==> config.mk <==
export PLATFORM = sky130hd
export DESIGN_NAME = tm3_ctrl
export DESIGN_NICKNAME = d
export VERILOG_FILES = /design/src/design/tm3_pkg.sv /design/src/design/tm3_ctrl.sv
export SDC_FILE = /design/constraint.sdc
export NUM_CORES = 1
export LEC_CHECK = 0
export BUFFER_PORTS_ARGS = -buffer_cell sky130_fd_sc_hd__buf_2
export CAP_MARGIN = 20
export CORE_UTILIZATION = 55
export DETAILED_ROUTE_END_ITERATION = 16
export GPL_TIMING_DRIVEN = 0
export PLACE_DENSITY = 0.87
export SLEW_MARGIN = 20
export SYNTH_ARGS = -nofsm -noshare
export SYNTH_HDL_FRONTEND = slang
export SYNTH_SLANG_ARGS = --single-unit
export TNS_END_PERCENT = 5
==> constraint.sdc <==
create_clock -name clk_i -period 4.7 [get_ports clk_i]
set_input_delay 0.47 -clock clk_i [delete_from_list [all_inputs] [get_ports clk_i]]
set_output_delay 0.47 -clock clk_i [all_outputs]
set_load 0.02 [all_outputs]
==> src/design/tm3_pkg.sv <==
// ----------------------------------------------------------------------------
// tm3_pkg
// Shared types and constants of the 3x3 threshold morphology block.
// ----------------------------------------------------------------------------
`default_nettype none

package tm3_pkg;

  localparam int unsigned LUMA_W   = 8;
  localparam int unsigned CFG_AW   = 3;
  localparam int unsigned CFG_DW   = 13;
  localparam int unsigned KSEL_W   = 3;
  localparam int unsigned WIN_BITS = 9;

  // Register reset values
  localparam logic [LUMA_W-1:0] THRESHOLD_RST  = 8'd140;
  localparam logic [KSEL_W-1:0] KERNEL_RST     = 3'd1;
  localparam logic              ERODE_RST      = 1'b0;
  localparam int unsigned       FRAME_W_RST    = 640;
  localparam int unsigned       FRAME_H_RST    = 480;
  localparam logic [LUMA_W-1:0] LEVEL_LOW_RST  = 8'd16;
  localparam logic [LUMA_W-1:0] LEVEL_HIGH_RST = 8'd235;

  typedef enum logic [CFG_AW-1:0] {
    REG_THRESHOLD    = 3'd0,
    REG_KERNEL       = 3'd1,
    REG_ERODE        = 3'd2,
    REG_FRAME_WIDTH  = 3'd3,
    REG_FRAME_HEIGHT = 3'd4,
    REG_LEVEL_LOW    = 3'd5,
    REG_LEVEL_HIGH   = 3'd6
  } reg_e;

  typedef enum logic [0:0] {
    CMD_PIXEL = 1'b0,
    CMD_DRAIN = 1'b1
  } cmd_e;

  // Neighbor masks, bit row*3+col of the window
  localparam logic [WIN_BITS-1:0] KERNEL_MASK [8] = '{
    9'h1FF,  // full 3x3
    9'h0BA,  // cross
    9'h038,  // horizontal line
    9'h092,  // vertical line
    9'h054,  // anti-diagonal
    9'h111,  // diagonal
    9'h007,  // top row
    9'h1C0   // bottom row
  };

  // Request as decoded by the position tracker
  typedef struct packed {
    logic is_pixel;  // pixel request, else drain
    logic bin;       // binarized luma
    logic emit;      // request releases one result
    logic interior;  // released position is off the frame border
    logic last;      // released position is the final pixel of the frame
  } item_t;

endpackage

`default_nettype wire

==> src/design/tm3_ctrl.sv <==
// ----------------------------------------------------------------------------
// tm3_ctrl
// Raster position and pending-count tracker; decodes each accepted request.
// ----------------------------------------------------------------------------
`default_nettype none

module tm3_ctrl #(
  parameter int unsigned MAX_WIDTH  = 4096,
  parameter int unsigned MAX_HEIGHT = 4096,
  localparam int unsigned CW = $clog2(MAX_WIDTH),
  localparam int unsigned RW = $clog2(MAX_HEIGHT),
  localparam int unsigned WW = $clog2(MAX_WIDTH + 1),
  localparam int unsigned HW = $clog2(MAX_HEIGHT + 1),
  localparam int unsigned PW = $clog2(MAX_WIDTH + 2)
) (
  input  wire logic                      clk_i,
  input  wire logic                      rst_ni,
  input  wire logic                      restart_i,
  input  wire logic                      accept_i,
  input  wire logic                      cmd_i,
  input  wire logic [tm3_pkg::LUMA_W-1:0] luma_i,
  input  wire logic [tm3_pkg::LUMA_W-1:0] threshold_i,
  input  wire logic [WW-1:0]             width_i,
  input  wire logic [HW-1:0]             height_i,
  output tm3_pkg::item_t                 item_o,
  output logic      [CW-1:0]             col_o
);

  import tm3_pkg::*;

  logic [CW-1:0] in_col_q, in_col_d;
  logic [RW-1:0] in_row_q, in_row_d;
  logic [CW-1:0] out_col_q, out_col_d;
  logic [RW-1:0] out_row_q, out_row_d;
  logic [PW-1:0] pend_q, pend_d;

  logic pix, emit;
  logic in_col_last, in_row_last, out_col_last, out_row_last;

  assign pix          = (cmd_i == CMD_PIXEL);
  assign in_col_last  = (WW'(in_col_q) + WW'(1)) == width_i;
  assign in_row_last  = (HW'(in_row_q) + HW'(1)) == height_i;
  assign out_col_last = (WW'(out_col_q) + WW'(1)) == width_i;
  assign out_row_last = (HW'(out_row_q) + HW'(1)) == height_i;

  // A pixel releases the oldest result once more than width are pending;
  // a drain releases one only between frames.
  always_comb begin
    if (pix) begin
      emit = pend_q > PW'(width_i);
    end else begin
      emit = (in_col_q == '0) && (in_row_q == '0) && (pend_q != '0);
    end
  end

  always_comb begin
    item_o.is_pixel = pix;
    item_o.bin      = luma_i >= threshold_i;
    item_o.emit     = emit;
    item_o.interior = (out_row_q != '0) && (out_col_q != '0) &&
                      !out_row_last && !out_col_last;
    item_o.last     = out_row_last && out_col_last;
  end

  assign col_o = in_col_q;

  always_comb begin
    in_col_d  = in_col_q;
    in_row_d  = in_row_q;
    out_col_d = out_col_q;
    out_row_d = out_row_q;
    pend_d    = pend_q;
    if (accept_i) begin
      if (pix) begin
        if (in_col_last) begin
          in_col_d = '0;
          in_row_d = in_row_last ? '0 : in_row_q + RW'(1);
        end else begin
          in_col_d = in_col_q + CW'(1);
        end
      end
      if (emit) begin
        if (out_col_last) begin
          out_col_d = '0;
          out_row_d = out_row_last ? '0 : out_row_q + RW'(1);
        end else begin
          out_col_d = out_col_q + CW'(1);
        end
      end
      pend_d = pend_q + PW'(pix) - PW'(emit);
    end
  end

  always_ff @(posedge clk_i or negedge rst_ni) begin
    if (!rst_ni) begin
      in_col_q  <= '0;
      in_row_q  <= '0;
      out_col_q <= '0;
      out_row_q <= '0;
      pend_q    <= '0;
    end else if (restart_i) begin
      in_col_q  <= '0;
      in_row_q  <= '0;
      out_col_q <= '0;
      out_row_q <= '0;
      pend_q    <= '0;
    end else begin
      in_col_q  <= in_col_d;
      in_row_q  <= in_row_d;
      out_col_q <= out_col_d;
      out_row_q <= out_row_d;
      pend_q    <= pend_d;
    end
  end

endmodule

`default_nettype wire

# --- Word level (Yosys, flattened, before mapping) ---
# Cells that the tools add are included.
totals:
  reg_bits: 61
  inputBits: 47
  output_inout_bits: 17
  elab_cells: 65
op_classes:
  n_addsub: 10
  magnitude_cmp: 2
  eq_ne: 5
  muxes: 21
  bitwise: 1
  reduce_logical: 21
op_table:
  columns: ["cell", "count"]
  rows:
  - ["$mux W12", 18]
  - ["$add A12 B1 Y13 const B", 4]
  - ["$eq A13 B13 Y1", 4]
  - ["$add A12 B1 Y12 const B", 4]
  - ["$mux W13", 2]
  - ["$logic_not A12 Y1", 2]
  - ["$reduce_bool A12 Y1", 2]
  - ["$add A13 B1 Y13", 1]
  - ["$gt A13 B13 Y1", 1]
  - ["$reduce_bool A13 Y1", 1]
  - ["$sub A13 B1 Y13", 1]
  - ["$ge A8 B8 Y1", 1]
  - ["$reduce_bool A2 Y1", 4]
  - ["$logic_and A1 B1 Y1", 6]
  - ["$reduce_and A3 Y1", 2]
  - ["$reduce_and A2 Y1", 2]
  - ["$logic_not A1 Y1", 2]
  - ["$ne A2 B2 Y1 const B", 1]
  - ["$mux W1", 1]
  - ["$not A1 Y1", 1]

# --- Longest topological paths before layout ---
logic_depth:
  depth_word: 7
  ltp_mapped: 21

# --- Worst setup path after synthesis ---
# Ideal clock, no wire load.
synth_path:
  kind: "input to register"
  start: "input width_i[12]"
  end: "register pend_q[12]"
  setup_ps: 78
  arrival_time_ps: 3827
  path_slack_ps: 795
  stages: 20
  path_buffers: 1
  cell_sequence: "clkbuf_1 inv_1 ha_1 nand4_1 nor4_1 nor2_1 o21ai_0 nand2b_1 ha_1 inv_1 ha_1 fa_1 a211o_1 a31oi_1 o21ai_0 a211oi_1 o21bai_1 xnor2_1 a21o_1 a21oi_1"
synth_between:
  elab_chain_cells: 5
synth_lines:
  columns: ["element", "line", "text"]
  rows:
  - ["start, declared", "tm3_ctrl.sv:23", "input wire logic [WW-1:0] width_i,"]
  - ["$gt A13 B13 Y1", "tm3_ctrl.sv:50", "emit = pend_q > PW'(width_i);"]
  - ["$mux W1", "tm3_ctrl.sv:49", "if (pix) begin"]
  - ["via emit", "tm3_ctrl.sv:37", "logic pix, emit;"]
  - ["$sub A13 B1 Y13", "tm3_ctrl.sv:90", "pend_d = pend_q + PW'(pix) - PW'(emit);"]
  - ["$mux W13", "tm3_ctrl.sv:73", "if (accept_i) begin"]
  - ["$mux W13", "tm3_ctrl.sv:101", "end else if (restart_i) begin"]
  - ["end signal, assigned", "tm3_ctrl.sv:112", "pend_q <= pend_d;"]
  - ["end, declared", "tm3_ctrl.sv:35", "logic [PW-1:0] pend_q, pend_d;"]
# The timed path passes the listed nets, and every way through them passes these cells. The select of a mux whose other input is x is not followed.
# A chain may end at the register's enable or synchronous reset.

# --- Worst setup path in the final report ---
layout_path:
  start: "register in_row_q[0]"
  end: "register pend_q[12]"
layout_between:
  elab_chain_cells: 7
layout_lines:
  columns: ["element", "line", "text"]
  rows:
  - ["start, declared", "tm3_ctrl.sv:32", "logic [RW-1:0] in_row_q, in_row_d;"]
  - ["start signal, assigned", "tm3_ctrl.sv:109", "in_row_q <= in_row_d;"]
  - ["$logic_not A12 Y1", "tm3_ctrl.sv:52", "emit = (in_col_q == '0) && (in_row_q == '0) && (pend_q != '0);"]
  - ["$logic_and A1 B1 Y1 (2 in series)", "tm3_ctrl.sv:52", null]
  - ["$mux W1", "tm3_ctrl.sv:49", null]
  - ["via emit", "tm3_ctrl.sv:37", null]
  - ["$sub A13 B1 Y13", "tm3_ctrl.sv:90", null]
  - ["$mux W13", "tm3_ctrl.sv:73", null]
  - ["$mux W13", "tm3_ctrl.sv:101", null]
# The timed path passes the listed nets, and every way through them passes these cells. The select of a mux whose other input is x is not followed.

==> results.md <==
- Worst EP required: 4.92 ns
- Mux contribution to synthesized area: 0.01836
- Placed cell areas: 0.006628 mm2
- Drt first pass iters: 5
- Core area: 0.01084 mm2
- Cts bufs inserted: 9
- Met2 usage: 0.4794
- Dpl ws: ~0.30 ns
- Hpwl dp: 12260 um
- Number of distinct library cells after synthesis: 68
- Worst slew pin tran: 0.8646 ns
- Delay of the slowest critical-path stage: 0.49 ns
- CP max stage cell: dfrtp_1
- Crit Path Category: reg -> reg
- Cell mode on critical path: ha_1
- Routed Antenna Nets: 0
- Final hold vios: 0
- Total gr overflow: 0
- CTS root buffer: clkbuf_8
- RSZ-0062 raised after global routing: no
- F_max: roughly 240 MHz
- Worst path arrival time: 4.43 ns
- Synthesized area per cell: 7.905 um2
- Net switching power figure: 0.8055 mW
- CTS Hold Buffers Added: 0
- Starting DRC count in detailed routing: 651
- Max-cap viol count: 0
- Busiest grt layer: met2
- Synth Area in Compound Gates: 0.1931
- CP delay by family, top: compound AO/OA/AOI/OAI gates
- M3 GR Usage: 0.04056
- Endpoint class of the critical path: register
- Worst r2r dst: pend_q[12]$_DFFE_PN0P_
- CTS resizes: 0
- Vias in the first global route: 5728
- #FFs+latches synth: 61
- H-tree depth: 3
- M1 GR Usage: 0.3892
- Worst-Skew Late Latency: 0.36 ns
- Reg clk slew, reported paths: 0.08 ns
- CTS Buffer Depth: 2
- Min-delay worst type: in -> async
- Pin count of the biggest net entering global routing: 35
- Slew Limit Fails: 0
- Initial Util: 0.5659
- Post-Synth Simple-Gate Area: 0.2549
- Placer Congestion: 0.9239
- Area grow syn2layout: 10.93%
- Comb power frac: 0.467
- Slew HR: 0.4183
- Synth warnings: 0
- All-Layer GR Usage: 0.2968
- Worst r2r path cells: 18
- Post-synth EDFFs: 0
- Clock power frac: 0.223
- I/O Pins: 64
- # DRC: 0
- Final setup fails: 0
- Post-Synth XOR/XNOR Area: 0.1085
- Pwr Total: around 2.0 mW
- Die area: ~0.012 mm2
- Syn_nets: 871
- Net Sw Frac: 0.4006
- Row cnt: 38
- Ys async rst share: 1.000
- Ys flop type: dfrtp_1
- Initial antenna violation count: 0
- Adder-cell share of the synthesized area: 0.09912
- CTS tree: done
- Crit path max fanout: 8
- Die Ht: approximately 110 um
- CP Cell Sequence: inv_1 > ha_1 > nor4b_1 > nand4_1 > nor3_1 > nand2b_1 > ha_1 > inv_1 > ha_1 > fa_1 > a211o_1 > a31oi_1 > o21ai_0 > a211oi_1 > o21bai_1 > xnor2_1 > a21o_1 > a21oi_1
- Wirelength per Cell: about 17 um
- Final nets: 942
- Total Wirelength: approximately 17000 um
- Flop2flop setup slack: 0.49 ns
- Seq pwr share: 0.310
- Gate Count Post-Synth: 776
- Final clock skew: 0.009448 ns
- Vias per cell: 6.250
- Power Internal: around 1.2 mW
- Num Clock Sinks: 61
- Total number of vias: 6200
- Critical path buffers and inverters: 2
- Largest family of logic cells by synthesized area: simple AND/OR/NAND/NOR gates
- Synthesized area: 0.006135 mm2
- Post-CTS setup repair buffer count: 0
- Share of cells above drive strength 1: 0.1291
- Final worst setup slack: 0.4920 ns
- Antenna Cells: 0
- Leakage Power: 3.025 nW
- Tmin final: 4.208 ns
- First-pass GRT wire length: about 27000 um
- Sequential cell area fraction in the yosys report: 0.2488
- Outcome: complete, no violations
- Fin crit share: 0.8953
- IO buf count: 59
- RR Startpoint: in_row_q[0]$_DFFE_PN0P_
- Startpoint types: register
- Design area: between 0.006 and 0.007 mm2
- Worst VDD drop: 0.2457 mV
- Die W: 107.6 um
- Setup TNS: 0 ns
- PD cells: 295.4 mW/mm2
sequential cells by signal, indices dropped and copies added, names as in the netlist:
register / cells
col_o: 12
in_row_q: 12
out_col_q: 12
out_row_q: 12
pend_q: 13
worst register-to-register path, cell delays in order, from the launching register on:
cell	delay, ns
dfrtp_1	0.49
inv_1	0.12
ha_1	0.16
nor4b_1	0.23
nand4_1	0.20
nor3_1	0.34
nand2b_1	0.22
ha_1	0.14
inv_1	0.04
ha_1	0.20
fa_1	0.43
a211o_1	0.29
a31oi_1	0.24
o21ai_0	0.19
a211oi_1	0.25
o21bai_1	0.12
xnor2_1	0.20
a21o_1	0.15
a21oi_1	0.05
power by group through the flow:
| stage | Clock (mW) | Sequential (mW) | Combinational, mW |
|---|---|---|---|
| after floorplan | 0 | 0.612 | 0.723 |
| final | 0.449 | 0.623 | 0.939 |
| after global placement | 0 | 0.629 | 0.889 |
| after CTS | 0.448 | 0.621 | 0.925 |
| after detailed placement | 0 | 0.630 | 0.920 |
| after global routing | 0.471 | 0.628 | 1.04 |
synth_stat cells (12+ instances only):
library cell,instances,share of area
o21bai_1,15,0.018
a21o_1,14,0.017
nor3_1,18,0.015
clkbuf_1,29,0.018
or3_1,15,0.015
a21oi_1,59,0.048
ha_1,47,0.096
nor4_1,24,0.024
nor2_1,52,0.032
dfrtp_1,61,0.25
xor2_1,28,0.040
inv_1,64,0.039
nand3_1,27,0.022
nand4_1,18,0.018
nand2b_1,12,0.012
buf_2,15,0.012
o21ai_0,32,0.026
xnor2_1,48,0.069
and2_1,16,0.016
nand2_1,39,0.024
routing by layer:
layer | part of all wire | wire length (um)
met1 | 0.43 | 7090
met2 | 0.46 | 7640
met3 | 0.080 | 1332
met4 | 0.032 | 530
met5 | 0 | 0
placed cells by master (no fill, tap or decap), types with 12 or more instances in the layout:
| cell type | instances |
|---|---|
| inv_1 | 64 |
| or3_1 | 15 |
| o21ai_0 | 32 |
| nor2_1 | 52 |
| nand4_1 | 18 |
| and2_1 | 16 |
| ha_1 | 47 |
| dfrtp_1 | 61 |
| clkbuf_1 | 30 |
| a21o_1 | 14 |
| nand2b_1 | 12 |
| nor3_1 | 18 |
| buf_2 | 73 |
| xnor2_1 | 48 |
| nor4_1 | 24 |
| xor2_1 | 28 |
| o21bai_1 | 15 |
| a21oi_1 | 59 |
| nand3_1 | 27 |
| nand2_1 | 39 |
final cells by class:
cell class / instances / area, um2
flip-flops and latches: 61 / 1526
inverters: 64 / 240.2
fillers: 938 / 4035
clock buffers: 12 / 155.1
clock inverters: 4 / 22.52
multi-input cells: 601 / 4135
plain buffers: 50 / 232.7
repair buffers: 60 / 317.8
well taps: 140 / 175.2
how the worst max path moves through the flow:
stage	start	endpoint	slack [ns]	depth (start not counted)
global route	pend_q[6]$_DFFE_PN0P_	pend_q[12]$_DFFE_PN0P_	0.28	19
finish	in_row_q[0]$_DFFE_PN0P_	pend_q[12]$_DFFE_PN0P_	0.49	18
floorplan	width_i[12]	pend_q[12]$_DFFE_PN0P_	0.80	20
CTS	pend_q[6]$_DFFE_PN0P_	pend_q[12]$_DFFE_PN0P_	0.55	19
detailed placement	width_i[6]	pend_q[12]$_DFFE_PN0P_	0.30	21
global placement	width_i[12]	pend_q[12]$_DFFE_PN0P_	0.30	20
cells by family (layout without fill, tap and decap cells):
group | after synthesis | in the layout
and+or+nand+nor | 280 | 280
xor gates and xnor gates | 76 | 76
DFF | 61 | 61
AOI/OAI and AO/OA | 186 | 186
adders and majority gates | 48 | 48
muxes | 11 | 11
buffers and inverters | 114 | 190
per-stage QoR:
step,instances,hold slack [ns],util
2_1_floorplan,776,0.1744,-
3_3_place_gp,975,0.5693,0.6093
3_5_place_dp,976,0.4140,0.6114
4_1_cts,992,0.04117,0.6278
5_1_grt,992,0.04509,0.6278
6_report,992,0.01935,0.6278
No activity file was read; power rests on OpenSTA's default activity.
