File: config.mk
export PLATFORM = sky130hd
export DESIGN_NAME = tm3_window
export DESIGN_NICKNAME = d
export VERILOG_FILES = /design/src/design/tm3_pkg.sv /design/src/design/tm3_window.sv
export SDC_FILE = /design/constraint.sdc
export NUM_CORES = 1
export LEC_CHECK = 0
export ABC_AREA = 1
export BUFFER_PORTS_ARGS = -buffer_cell sky130_fd_sc_hd__buf_4
export CORE_ASPECT_RATIO = 0.75
export CORE_MARGIN = 10
export CORE_UTILIZATION = 25
export CTS_BUF_LIST = sky130_fd_sc_hd__clkbuf_8
export CTS_CLUSTER_DIAMETER = 150
export DETAILED_ROUTE_END_ITERATION = 8
export HOLD_SLACK_MARGIN = 0.02
export PLACE_DENSITY_LB_ADDON = 0.3
export SYNTH_ARGS = -nofsm -noshare
export SYNTH_HDL_FRONTEND = slang
export SYNTH_SLANG_ARGS = --single-unit
File: constraint.sdc
create_clock -name clk_i -period 1.84 [get_ports clk_i]
set_input_delay 0.276 -clock clk_i [delete_from_list [all_inputs] [get_ports clk_i]]
set_output_delay 0.276 -clock clk_i [all_outputs]
set_load 0.01 [all_outputs]
File: src/design/tm3_pkg.sv
// ----------------------------------------------------------------------------
// tm3_pkg
// Shared types and constants of the 3x3 threshold morphology block.
// ----------------------------------------------------------------------------
`default_nettype none

package tm3_pkg;

  localparam int unsigned LUMA_W   = 8;
  localparam int unsigned CFG_AW   = 3;
  localparam int unsigned CFG_DW   = 13;
  localparam int unsigned KSEL_W   = 3;
  localparam int unsigned WIN_BITS = 9;

  // Register reset values
  localparam logic [LUMA_W-1:0] THRESHOLD_RST  = 8'd140;
  localparam logic [KSEL_W-1:0] KERNEL_RST     = 3'd1;
  localparam logic              ERODE_RST      = 1'b0;
  localparam int unsigned       FRAME_W_RST    = 640;
  localparam int unsigned       FRAME_H_RST    = 480;
  localparam logic [LUMA_W-1:0] LEVEL_LOW_RST  = 8'd16;
  localparam logic [LUMA_W-1:0] LEVEL_HIGH_RST = 8'd235;

  typedef enum logic [CFG_AW-1:0] {
    REG_THRESHOLD    = 3'd0,
    REG_KERNEL       = 3'd1,
    REG_ERODE        = 3'd2,
    REG_FRAME_WIDTH  = 3'd3,
    REG_FRAME_HEIGHT = 3'd4,
    REG_LEVEL_LOW    = 3'd5,
    REG_LEVEL_HIGH   = 3'd6
  } reg_e;

  typedef enum logic [0:0] {
    CMD_PIXEL = 1'b0,
    CMD_DRAIN = 1'b1
  } cmd_e;

  // Neighbor masks, bit row*3+col of the window
  localparam logic [WIN_BITS-1:0] KERNEL_MASK [8] = '{
    9'h1FF,  // full 3x3
    9'h0BA,  // cross
    9'h038,  // horizontal line
    9'h092,  // vertical line
    9'h054,  // anti-diagonal
    9'h111,  // diagonal
    9'h007,  // top row
    9'h1C0   // bottom row
  };

  // Request as decoded by the position tracker
  typedef struct packed {
    logic is_pixel;  // pixel request, else drain
    logic bin;       // binarized luma
    logic emit;      // request releases one result
    logic interior;  // released position is off the frame border
    logic last;      // released position is the final pixel of the frame
  } item_t;

endpackage

`default_nettype wire

File: src/design/tm3_window.sv
// ----------------------------------------------------------------------------
// tm3_window
// Line store read-modify-write stage: window update, kernel test, write-back.
// ----------------------------------------------------------------------------
`default_nettype none

module tm3_window #(
  parameter int unsigned CW = 12
) (
  input  wire logic                       clk_i,
  input  wire logic                       rst_ni,
  input  wire logic                       restart_i,
  input  wire logic                       accept_i,
  input  wire tm3_pkg::item_t             item_i,
  input  wire logic [CW-1:0]              col_i,
  input  wire logic [1:0]                 rdata_i,
  input  wire logic                       out_free_i,
  input  wire logic [tm3_pkg::KSEL_W-1:0] kernel_i,
  input  wire logic                       erode_i,
  output logic                            in_ready_o,
  output logic                            we_o,
  output logic      [CW-1:0]              waddr_o,
  output logic      [1:0]                 wdata_o,
  output logic                            res_load_o,
  output logic                            res_high_o,
  output logic                            res_last_o
);

  import tm3_pkg::*;

  logic                valid_q, valid_d;
  item_t               item_q;
  logic [CW-1:0]       col_q;
  logic                fwd_q;
  logic [1:0]          fwd_data_q;
  logic [WIN_BITS-1:0] win_q, win_new, mask;
  logic [1:0]          stored;
  logic                adv, centre, high;

  // Take the column just written when the next request reads the same one
  assign stored = fwd_q ? fwd_data_q : rdata_i;

  always_comb begin
    if (item_q.is_pixel) begin
      win_new = ((win_q >> 1) & 9'h0DB) |
                (WIN_BITS'(stored[1]) << 2) |
                (WIN_BITS'(stored[0]) << 5) |
                (WIN_BITS'(item_q.bin) << 8);
    end else begin
      win_new = win_q;
    end
  end

  assign mask   = KERNEL_MASK[kernel_i];
  assign centre = win_new[4];

  always_comb begin
    if (erode_i) begin
      high = centre && ((mask & ~win_new) == '0);
    end else begin
      high = centre || ((mask & win_new) != '0);
    end
  end

  assign adv        = valid_q && (!item_q.emit || out_free_i);
  assign in_ready_o = !valid_q || adv;

  assign we_o    = adv && item_q.is_pixel;
  assign waddr_o = col_q;
  assign wdata_o = {stored[0], item_q.bin};

  assign res_load_o = adv && item_q.emit;
  assign res_high_o = item_q.interior && high;
  assign res_last_o = item_q.last;

  always_comb begin
    valid_d = valid_q;
    if (accept_i) begin
      valid_d = 1'b1;
    end else if (adv) begin
      valid_d = 1'b0;
    end
  end

  always_ff @(posedge clk_i or negedge rst_ni) begin
    if (!rst_ni) begin
      valid_q <= 1'b0;
      win_q   <= '0;
    end else if (restart_i) begin
      valid_q <= 1'b0;
      win_q   <= '0;
    end else begin
      valid_q <= valid_d;
      if (adv) begin
        win_q <= win_new;
      end
    end
  end

  always_ff @(posedge clk_i) begin
    if (accept_i) begin
      item_q     <= item_i;
      col_q      <= col_i;
      fwd_q      <= valid_q && item_q.is_pixel && (col_q == col_i);
      fwd_data_q <= wdata_o;
    end
  end

endmodule

`default_nettype wire

After elaboration in Yosys (flattened, before gate mapping)
Memories as Yosys holds them, arrays and structs flattened.
Cells that the tools add are included.
{ "totals": {"regBits": 30, "mem_bits_ro": 72, "in_bits": 28, "output_inout_bits": 19, "word_cells": 46, "mem_count": 1} }
{ "mem_list": {"columns": ["memory", "words", "width", "read_ports", "rd_clocked_by_memory_dff", "write_ports", "line_no", "rtl"], "rows": [
  ["(name not given)", 8, 9, 1, 0, 0, "tm3_window.sv:54", "assign mask = KERNEL_MASK[kernel_i];"]
]} }
{ "classes": {"order_cmp": 1, "eq_ne": 1, "n_mux": 10, "bitwise": 7, "reduce_logical": 16} }
{ "ops": {"columns": ["op", "count"], "rows": [
  ["2-to-1 mux 9 bit", 5],
  ["bitwise AND 9 bit", 2],
  ["equality test 12 bit", 1],
  ["zero test 9 bit", 1],
  ["NOT 9 bit", 1],
  ["bitwise OR 8 x 9 -> 9 bit", 1],
  ["nonzero test 9 bit", 1],
  ["bitwise OR 8 x 3 -> 8 bit", 1],
  ["bitwise OR 8 x 6 -> 8 bit", 1],
  ["logical AND 1 bit", 7],
  [">= comparator 4 bit, second input constant", 1],
  ["2-to-1 mux 1 bit", 4],
  ["NOT 3 -> 4 bit", 1],
  ["logical OR 1 bit", 3],
  ["nonzero test 3 bit", 1],
  ["zero test 1 bit", 2],
  ["2-to-1 mux 2 bit", 1],
  ["nonzero test 2 bit", 1]
]} }

Depth between registers and ports, before layout
Gate-level depths: netlist of the first run.
{ "depth": {"depth_word": 11, "mapped_depth": 11, "depth_no_buf": 11} }

Worst setup path before layout of the first run
OpenSTA, ideal clock, no wires.
{ "synth_path": {"path_kind": "reg2out", "startpoint": "register fwd_q", "endpoint": "output res_high_o", "arrival_time_ps": 1311, "setup_slack_ps": 253, "path_stages_with_launch": 8, "path_cell_list": "edfxtp_1 -> o21ai_0 -> nand2_1 -> nand3_1 -> nand2_1 -> nand3_1 -> a21oi_1 -> nor2_1"} }
{ "synth_via": {"word_cells_on_any_way": 14} }
{ "synth_rtl": {"columns": ["item", "line_no", "rtl"], "rows": [
  ["from (decl)", "tm3_window.sv:34", "logic fwd_q;"],
  ["from (signal assigned)", "tm3_window.sv:104", "fwd_q <= valid_q && item_q.is_pixel && (col_q == col_i);"],
  ["2-to-1 mux 2 bit *", "tm3_window.sv:41", "assign stored = fwd_q ? fwd_data_q : rdata_i;"],
  ["net wdata_o[1]", "tm3_window.sv:23", "output logic [1:0] wdata_o,"],
  ["bitwise OR 8 x 6 -> 8 bit *", "tm3_window.sv:46", "(WIN_BITS'(stored[1]) << 2) |"],
  ["bitwise OR 8 x 9 -> 9 bit *", "tm3_window.sv:47", "(WIN_BITS'(stored[0]) << 5) |"],
  ["2-to-1 mux 9 bit *", "tm3_window.sv:44", "if (item_q.is_pixel) begin"],
  ["NOT 9 bit", "tm3_window.sv:59", "high = centre && ((mask & ~win_new) == '0);"],
  ["bitwise AND 9 bit", "tm3_window.sv:59", null],
  ["zero test 9 bit", "tm3_window.sv:59", null],
  ["logical AND 1 bit", "tm3_window.sv:59", null],
  ["2-to-1 mux 1 bit *", "tm3_window.sv:58", "if (erode_i) begin"],
  ["logical AND 1 bit *", "tm3_window.sv:73", "assign res_high_o = item_q.interior && high;"],
  ["to (decl)", "tm3_window.sv:25", "output logic res_high_o,"]
]} }
Mark *: on every way through the listed nets, which the timed path passes. The rest lies on a longest branch.

Worst setup path after layout of the first run
{ "layout_path": {"startpoint": "register item_q[4] (netlist bit)", "endpoint": "output res_high_o"} }
{ "layout_via": {"elab_chain_cells": 7, "word_cells_on_any_way": 10} }
{ "layout_lines": {"columns": ["item", "line_no", "rtl"], "rows": [
  ["from (decl)", "tm3_window.sv:32", "item_t item_q;"],
  ["from (signal assigned)", "tm3_window.sv:102", "item_q <= item_i;"],
  ["2-to-1 mux 9 bit *", "tm3_window.sv:44", null],
  ["NOT 9 bit", "tm3_window.sv:59", null],
  ["bitwise AND 9 bit", "tm3_window.sv:59", null],
  ["zero test 9 bit", "tm3_window.sv:59", null],
  ["logical AND 1 bit", "tm3_window.sv:59", null],
  ["2-to-1 mux 1 bit *", "tm3_window.sv:58", null],
  ["logical AND 1 bit *", "tm3_window.sv:73", null]
]} }
Every way passes the cells marked *; elsewhere a longest branch is shown, timed or not.

==> results.rst, run 1 <==
.. list-table::
   :header-rows: 1

   * - Metric
     - Value
   * - Status
     - finished with violations
   * - Violations in the final reports
     - negative setup slack
   * - Global routing usage summed across all routing layers
     - 0.08322
   * - Share of layout cells above drive strength 1
     - 0.2817
   * - Antenna cells
     - 0
   * - Register bit count reported by yosys
     - 30
   * - Critical path fanouts, max
     - 5
   * - Initial antenna violation count
     - 0
   * - Mapped Area
     - 0.001625 mm^2
   * - Setup Total Neg Slack
     - -0.1903 ns
   * - Setup clock skew after layout
     - 0.01031 ns
   * - Commonest cells after routing, fill and taps aside
     - nand2_1 (54), buf_4 (52), inv_1 (32)
   * - Share of cell area taken by muxes after synthesis
     - 0
   * - # H-tree levels
     - 2
   * - Iteration count of the initial detailed-routing pass
     - 4
   * - Maximum number of buffers from clock root to sink
     - 2
   * - Basic-gate share of the synthesized area counting and, or, nand and nor cells
     - 0.2148
   * - Antenna viol nets, final
     - 0
   * - Worst r2r dst
     - win_q[8]
   * - Highest signal layer in the routed design
     - met4
   * - DRT iter0 DRCs
     - 81
   * - WHS Path Cells
     - 2
   * - Fin crit share
     - 1.103
   * - Critical-path cell list
     - buf_6 -> o21ai_4 -> inv_2 -> nand2_1 -> nand2_1 -> nor2_1 -> nand3_1 -> nand2_1 -> nand2_1 -> nor2_1 -> buf_4
   * - Worst-case vdd ir drop
     - 361.9 uV
   * - Slew at the pin closest to its max-slew limit
     - 0.3319 ns
   * - Die span in y
     - 89.83 um
   * - Worst slack at placement
     - 0.01290 ns
   * - Share of synthesized cell area in full adder, half adder and majority cells
     - 0.03849
   * - DRT Wirelength
     - 4.228 mm
   * - Area added between synthesis and finish
     - 36.87%
   * - Largest net degree at the start of global routing
     - 22
   * - Library cells used by synthesis
     - 24
   * - Worst min-delay path class
     - input pin to flop
   * - Clock Sink Count
     - 30
   * - Post-layout total power
     - 1604 uW
   * - Fmax
     - 492.5 MHz
   * - Areal power density over the cells
     - 721.2 mW/mm^2
   * - Crit path largest cell delay
     - 0.46 ns
   * - Type of the worst setup path
     - flop to output port
   * - Starting utilization of the core area
     - 0.2572
   * - Max Cap Viol
     - 0
   * - Number of cells produced by synthesis
     - 193
   * - Routed wire length on met3
     - 221 um
   * - Cell repeated most along the worst path
     - nand2_1
   * - Residual DRC count
     - 0
   * - Worst path slowest cell
     - edfxtp_1
   * - Data arrival at the endpoint of the critical path
     - 1.75 ns
   * - Sort of element at the start of the critical path
     - flop
   * - Worst hold path startpoint
     - restart_i
   * - Worst Path Required
     - 1.56 ns
   * - Most common cell after layout, fill and taps aside
     - nand2_1
   * - Detailed-route wire length per cell
     - 12.70 um
   * - Number of buffer and inverter instances along the worst setup path
     - 3
   * - Number of placement rows
     - 25
   * - Overall overflow remaining after global route
     - 0
   * - Largest family of logic cells by synthesized area
     - simple AND/OR/NAND/NOR gates
   * - Fraction of the mapped netlist area in compound gates
     - 0.1116
   * - Sequential cell area fraction in the yosys report
     - 0.5235
   * - End point of the worst hold path
     - valid_q
   * - YS warnings
     - 0
   * - Pins Over Slew Limit
     - 0
   * - Synthesized area divided by synthesized cell count
     - 8.421 um^2
   * - First-pass GRT wire length
     - 6.900 mm
   * - Crit end category
     - output port
   * - Final non-filler cell total
     - 333
   * - Clock-pin transition on the worst setup and hold timing paths
     - 0.07 ns
   * - Die boundary width
     - 113.1 um
   * - Xor and xnor fraction of the mapped netlist area
     - 0.01617
   * - Vias after detailed routing
     - 1407
   * - Instance area at placement
     - 0.002078 mm^2
   * - Area of the core
     - 0.006319 mm^2
   * - Number of input and output port buffers inserted
     - 46
   * - Final Hold Fails
     - 0
   * - Static leakage power
     - 0.001088 uW
   * - Number of setup violations in the final report
     - 1
   * - Detail Route met2 WL
     - 1.899 mm
   * - Via count of the first global-routing pass
     - 1425
   * - Worst-case reg-to-reg path depth
     - 5
   * - Clock tree root driver cell
     - clkbuf_8
   * - CTS tree
     - yes
   * - Via density
     - 4.225
   * - Headroom to the max-slew limit
     - 0.7764
   * - Slack of the worst reg-to-reg path
     - 0.54 ns
   * - Final setup margin
     - -0.1903 ns
   * - Net count after synthesis
     - 226
   * - Met1 routed wirelength after detailed routing
     - 2.052 mm
   * - Top-level I/O count
     - 47
   * - Top delay family on crit path
     - simple AND/OR/NAND/NOR gates
   * - Final std cell area, no fill
     - 0.002225 mm^2
   * - Final critical-path required period
     - 2.030 ns
   * - Number of placed instances, taps included
     - 321
   * - Nets@finish
     - 284
   * - Clock buffer count from CTS
     - 5
   * - Start of the worst register-to-register path
     - item_q[2]
   * - Placed wire-length estimate
     - 3.284 mm
   * - Clock insertion delay at the later pin of the skew report
     - 0.28 ns
   * - Area of the die
     - 0.01016 mm^2
   * - Unrepaired setup endpoints after global routing
     - true
   * - Final weighted congestion in routability-driven placement
     - 0.8029
[registers in the layout (all words and copies together) (netlist names)]
name / count
valid_q: 1
fwd_q: 1
waddr_o: 12
win_q: 9
item_q: 3
res_last_o: 1
fwd_data_q: 2
wdata_o: 1
[how the worst max path moves through the flow]
stage	from	end	slack (ns)	depth (start not counted)
finish	item_q[4]	res_high_o	-0.19	11
global route	item_q[4]	res_high_o	-0.34	11
CTS	item_q[4]	res_high_o	-0.16	10
detailed placement	kernel_i[0]	res_high_o	0.01	13
global placement	kernel_i[0]	res_high_o	0.04	13
floorplan	fwd_q	res_high_o	0.25	7
[metrics by stage]
step	hold WS, ns	util
after CTS	0.1438	0.3489
after floorplan	-0.01959	-
after global routing	0.1476	0.3521
after global placement	0.1142	0.3289
after detailed placement	0.1163	0.3289
final	0.1575	0.3521
[final cells by class]
type | count | area, um^2
clock buffer | 5 | 68.82
clock inverter | 3 | 13.76
fill | 683 | 4094
inverter | 35 | 131.4
multi-input combinational | 125 | 646.9
sequential | 30 | 850.8
tap | 81 | 101.3
timing repair buffer | 54 | 411.6
[per-layer routing]
metal	GRT usage	vias up
li1	-	751
met1	0.1030	620
met2	0.1255	32
met3	0.03386	4
met4	0.03165	0
met5	0	-
[cell usage after synthesis (all sizes together)]
master	number	share of area
a21oi	6	0.018
a22o	2	0.011
buf	2	0.012
clkbuf	1	0.0031
dfrtp	10	0.15
edfxtp	20	0.37
ha	5	0.038
inv	35	0.081
nand2	57	0.13
nand3	13	0.040
nand4	1	0.0039
nor2	13	0.030
nor4	2	0.0077
o211ai	1	0.0046
o21a	1	0.0046
o21ai	13	0.042
o22ai	8	0.031
xnor2	2	0.011
xor2	1	0.0054
[cell families (layout without fill, tap and decap cells)]
| kind of cell | Yosys count | in the layout |
|---|---|---|
| simple gates | 86 | 86 |
| fa+ha+maj | 5 | 5 |
| xor+xnor | 3 | 3 |
| flops | 30 | 30 |
| buf+inv | 38 | 97 |
| compound gates | 31 | 31 |
[worst reg2reg max path, delay by kind of cell (launching register included)]
kind                   cells  cell delay, ns
buffers and inverters      1            0.14
DFF                        1            0.40
AOI/OAI and AO/OA          1            0.22
and+or+nand+nor            3            0.46
[repair_timing]
action,4_1_cts,5_1_grt
hold endpoints to repair,10,0
resized for setup,9,5
setup buffers,1,1
cloned,1,0
setup endpoints to repair,1,1
pin swaps,8,3
hold buffers,1,0
[report_power, final]
part | total [uW] | internal [uW] | switching, uW
Sequential | 792 | 767 | 25.0
Clock | 514 | 256 | 258
Combinational | 299 | 141 | 157
Note: power is estimated with default switching activity, not from simulation.
==> run 2: changes to the inputs <==
- CORE_UTILIZATION: 25 -> 53
==> run 2 against run 1 <==
Effect of this change:
- the flow still finishes with violations (negative setup slack)
- sequential power is essentially flat
- worst setup slack lost 0.075 ns
- sequential share of layout area increased by 0.39 points
- critical path depth down 1
- clock-buffer cell count unchanged
- utilization increased by 40 points
- final cell count is 12% lower
- die area shrank 44%
- non-clock buffer count grew 4
- combinational power grew 5%
- first-iteration DRC count is 80% higher
- critical path type unchanged
- critical endpoint unchanged
- largest cell class unchanged
- highest routed layer unchanged
==> results.rst, run 2 (synthesis results as in run 1) <==
.. list-table::
   :header-rows: 1

   * - Metric
     - Value
   * - Most common cell after layout, fill and taps aside
     - buf_4
   * - Unrepaired setup endpoints after global routing
     - true
   * - Worst min-delay path class
     - input pin to flop
   * - Final Hold Fails
     - 0 (unchanged)
   * - Overall overflow remaining after global route
     - 0 (unchanged)
   * - Max Cap Viol
     - 0 (unchanged)
   * - Commonest cells after routing, fill and taps aside
     - buf_4 (55), nand2_1 (54), inv_1 (34)
   * - CTS tree
     - yes
   * - Number of input and output port buffers inserted
     - 46 (unchanged)
   * - Fin crit share
     - 1.144 (+0.04069)
   * - Maximum number of buffers from clock root to sink
     - 2 (unchanged)
   * - Antenna viol nets, final
     - 0 (unchanged)
   * - # H-tree levels
     - 2 (unchanged)
   * - Sort of element at the start of the critical path
     - flop
   * - Crit path largest cell delay
     - 0.50 ns (+0.04 ns)
   * - Setup clock skew after layout
     - 0.005436 ns (-0.004873 ns)
   * - Initial antenna violation count
     - 0 (unchanged)
   * - Critical-path cell list
     - buf_4 -> nand2_1 -> nand2_1 -> nand3_1 -> nand3_1 -> nor2_1 -> nand3_1 -> a21oi_2 -> nor2_2 -> buf_4
   * - Number of setup violations in the final report
     - 1 (unchanged)
   * - Top-level I/O count
     - 47 (unchanged)
   * - Type of the worst setup path
     - flop to output port
   * - Area of the core
     - 0.002935 mm^2 (-54%)
   * - Global routing usage summed across all routing layers
     - 0.1463 (+0.06310)
   * - Final critical-path required period
     - 2.105 ns (+0.07487 ns)
   * - Share of layout cells above drive strength 1
     - 0.2891 (+0.007316)
   * - Clock insertion delay at the later pin of the skew report
     - 0.28 ns (about the same)
   * - Iteration count of the initial detailed-routing pass
     - 4 (unchanged)
   * - Placed wire-length estimate
     - 3.180 mm (-3.2%)
   * - Clock tree root driver cell
     - clkbuf_8
   * - Worst path slowest cell
     - edfxtp_1
   * - Worst-case vdd ir drop
     - 548.8 uV (+52%)
   * - Slew at the pin closest to its max-slew limit
     - 0.3271 ns (-0.004830 ns)
   * - Static leakage power
     - 0.001107 uW (+1.7%)
   * - DRT iter0 DRCs
     - 146 (+80%)
   * - Worst Path Required
     - 1.56 ns (about the same)
   * - Detailed-route wire length per cell
     - 14.32 um (+13%)
   * - Nets@finish
     - 288 (+1.4%)
   * - Final weighted congestion in routability-driven placement
     - 0.9012 (+12%)
   * - Crit end category
     - output port
   * - Number of flip-flops in the largest register
     - 12 (unchanged)
   * - Antenna cells
     - 0 (unchanged)
   * - Clock Sink Count
     - 30 (unchanged)
   * - Starting utilization of the core area
     - 0.5537 (+0.2965)
   * - DRT Wirelength
     - 4.211 mm (-0.40%)
   * - Pins Over Slew Limit
     - 0 (unchanged)
   * - Headroom to the max-slew limit
     - 0.7796 (+0.003255)
   * - Clock-pin transition on the worst setup and hold timing paths
     - 0.06 ns (about the same)
   * - Clock buffer count from CTS
     - 5 (unchanged)
   * - Via count of the first global-routing pass
     - 1493 (+4.8%)
   * - Die boundary width
     - 83.95 um (-26%)
   * - Critical path fanouts, max
     - 6 (+1)
   * - Number of placement rows
     - 17 (-32%)
   * - Area of the die
     - 0.005704 mm^2 (-44%)
   * - Vias after detailed routing
     - 1528 (+8.6%)
   * - Areal power density over the cells
     - 727.1 mW/mm^2 (+0.82%)
   * - Instance area at placement
     - 0.002047 mm^2 (-1.5%)
   * - Residual DRC count
     - 0 (unchanged)
   * - Fmax
     - 475.0 MHz (-3.6%)
   * - Final setup margin
     - -0.2652 ns (-0.07487 ns)
   * - Cell repeated most along the worst path
     - nand3_1
   * - Largest net degree at the start of global routing
     - 22 (unchanged)
   * - Violations in the final reports
     - negative setup slack
   * - Area added between synthesis and finish
     - 35.49%
   * - Status
     - finished with violations
   * - Die span in y
     - 67.96 um (-24%)
   * - Final std cell area, no fill
     - 0.002202 mm^2 (-1.0%)
   * - First-pass GRT wire length
     - 6.831 mm (-1.0%)
   * - Data arrival at the endpoint of the critical path
     - 1.83 ns (+0.08 ns)
   * - Setup Total Neg Slack
     - -0.2652 ns (-0.07487 ns)
   * - Via density
     - 5.197 (+23%)
## run 2: cell type report
class                           count  area (um^2)
Clock buffer                        5        68.82
Timing Repair Buffer               58        445.4
Sequential cell                    30        850.8
Fill cell                         205        733.2
Multi-Input combinational cell    125        645.6
Tap cell                           38        47.55
Inverter                           35        131.4
Clock inverter                      3        12.51
## run 2: critical path, delay by kind of cell, from the launching register on
kind / cells / cell delay, ns
AND/OR/NAND/NOR: 7 / 0.58
AO/OA/AOI/OAI: 1 / 0.15
flip-flops: 1 / 0.50
buffers and inverters: 2 / 0.33
## run 2: worst paths after layout
kind,start,endpoint,slack [ns],cells past startpoint
worst max register to register,item_q[4],fwd_q,0.55,6
max in group asynchronous,rst_ni,win_q[3],1.33,2
min in group asynchronous,rst_ni,win_q[2],0.36,2
worst min-delay path,restart_i,valid_q,0.16,2
worst max-delay path,item_q[4],res_high_o,-0.27,10
worst min register to register,wdata_o[0],fwd_data_q[0],0.51,0
## run 2: timing repair
item,4_1_cts,5_1_grt
endpoints found under the hold margin,10,0
pin swaps,1,2
endpoints found under the setup margin,1,1
gates resized for setup,5,7
buffers inserted,2,2
hold buffers,1,0
## run 2: through the flow
stage	worst slack, ns	hold slack, ns	utilization	power [uW]	instances
3_5_place_dp	0.006081	0.1145	0.6974	1098	281
2_1_floorplan	0.2531	-0.01959	-	942.8	193
6_report	-0.2652	0.1561	0.7502	1601	294
3_3_place_gp	-0.0005160	0.1116	0.6974	1091	281
5_1_grt	-0.3915	0.1590	0.7502	1669	294
4_1_cts	-0.1913	0.1471	0.7387	1597	292
## run 2: power breakdown
| part | switching (uW) | leakage [uW] | total (uW) | internal, uW |
|---|---|---|---|---|
| logic | 163 | 0.000726 | 313 | 150 |
| clock network | 240 | 0.0000468 | 494 | 254 |
| registers | 27.1 | 0.000334 | 794 | 767 |
## run 2: layer usage
layer	wire [um]	GRT usage	part of all wire
met1	1858	0.1784	0.44
met2	1869	0.2357	0.44
met3	404	0.06050	0.096
met4	78	0.04375	0.019
met5	0	0	0
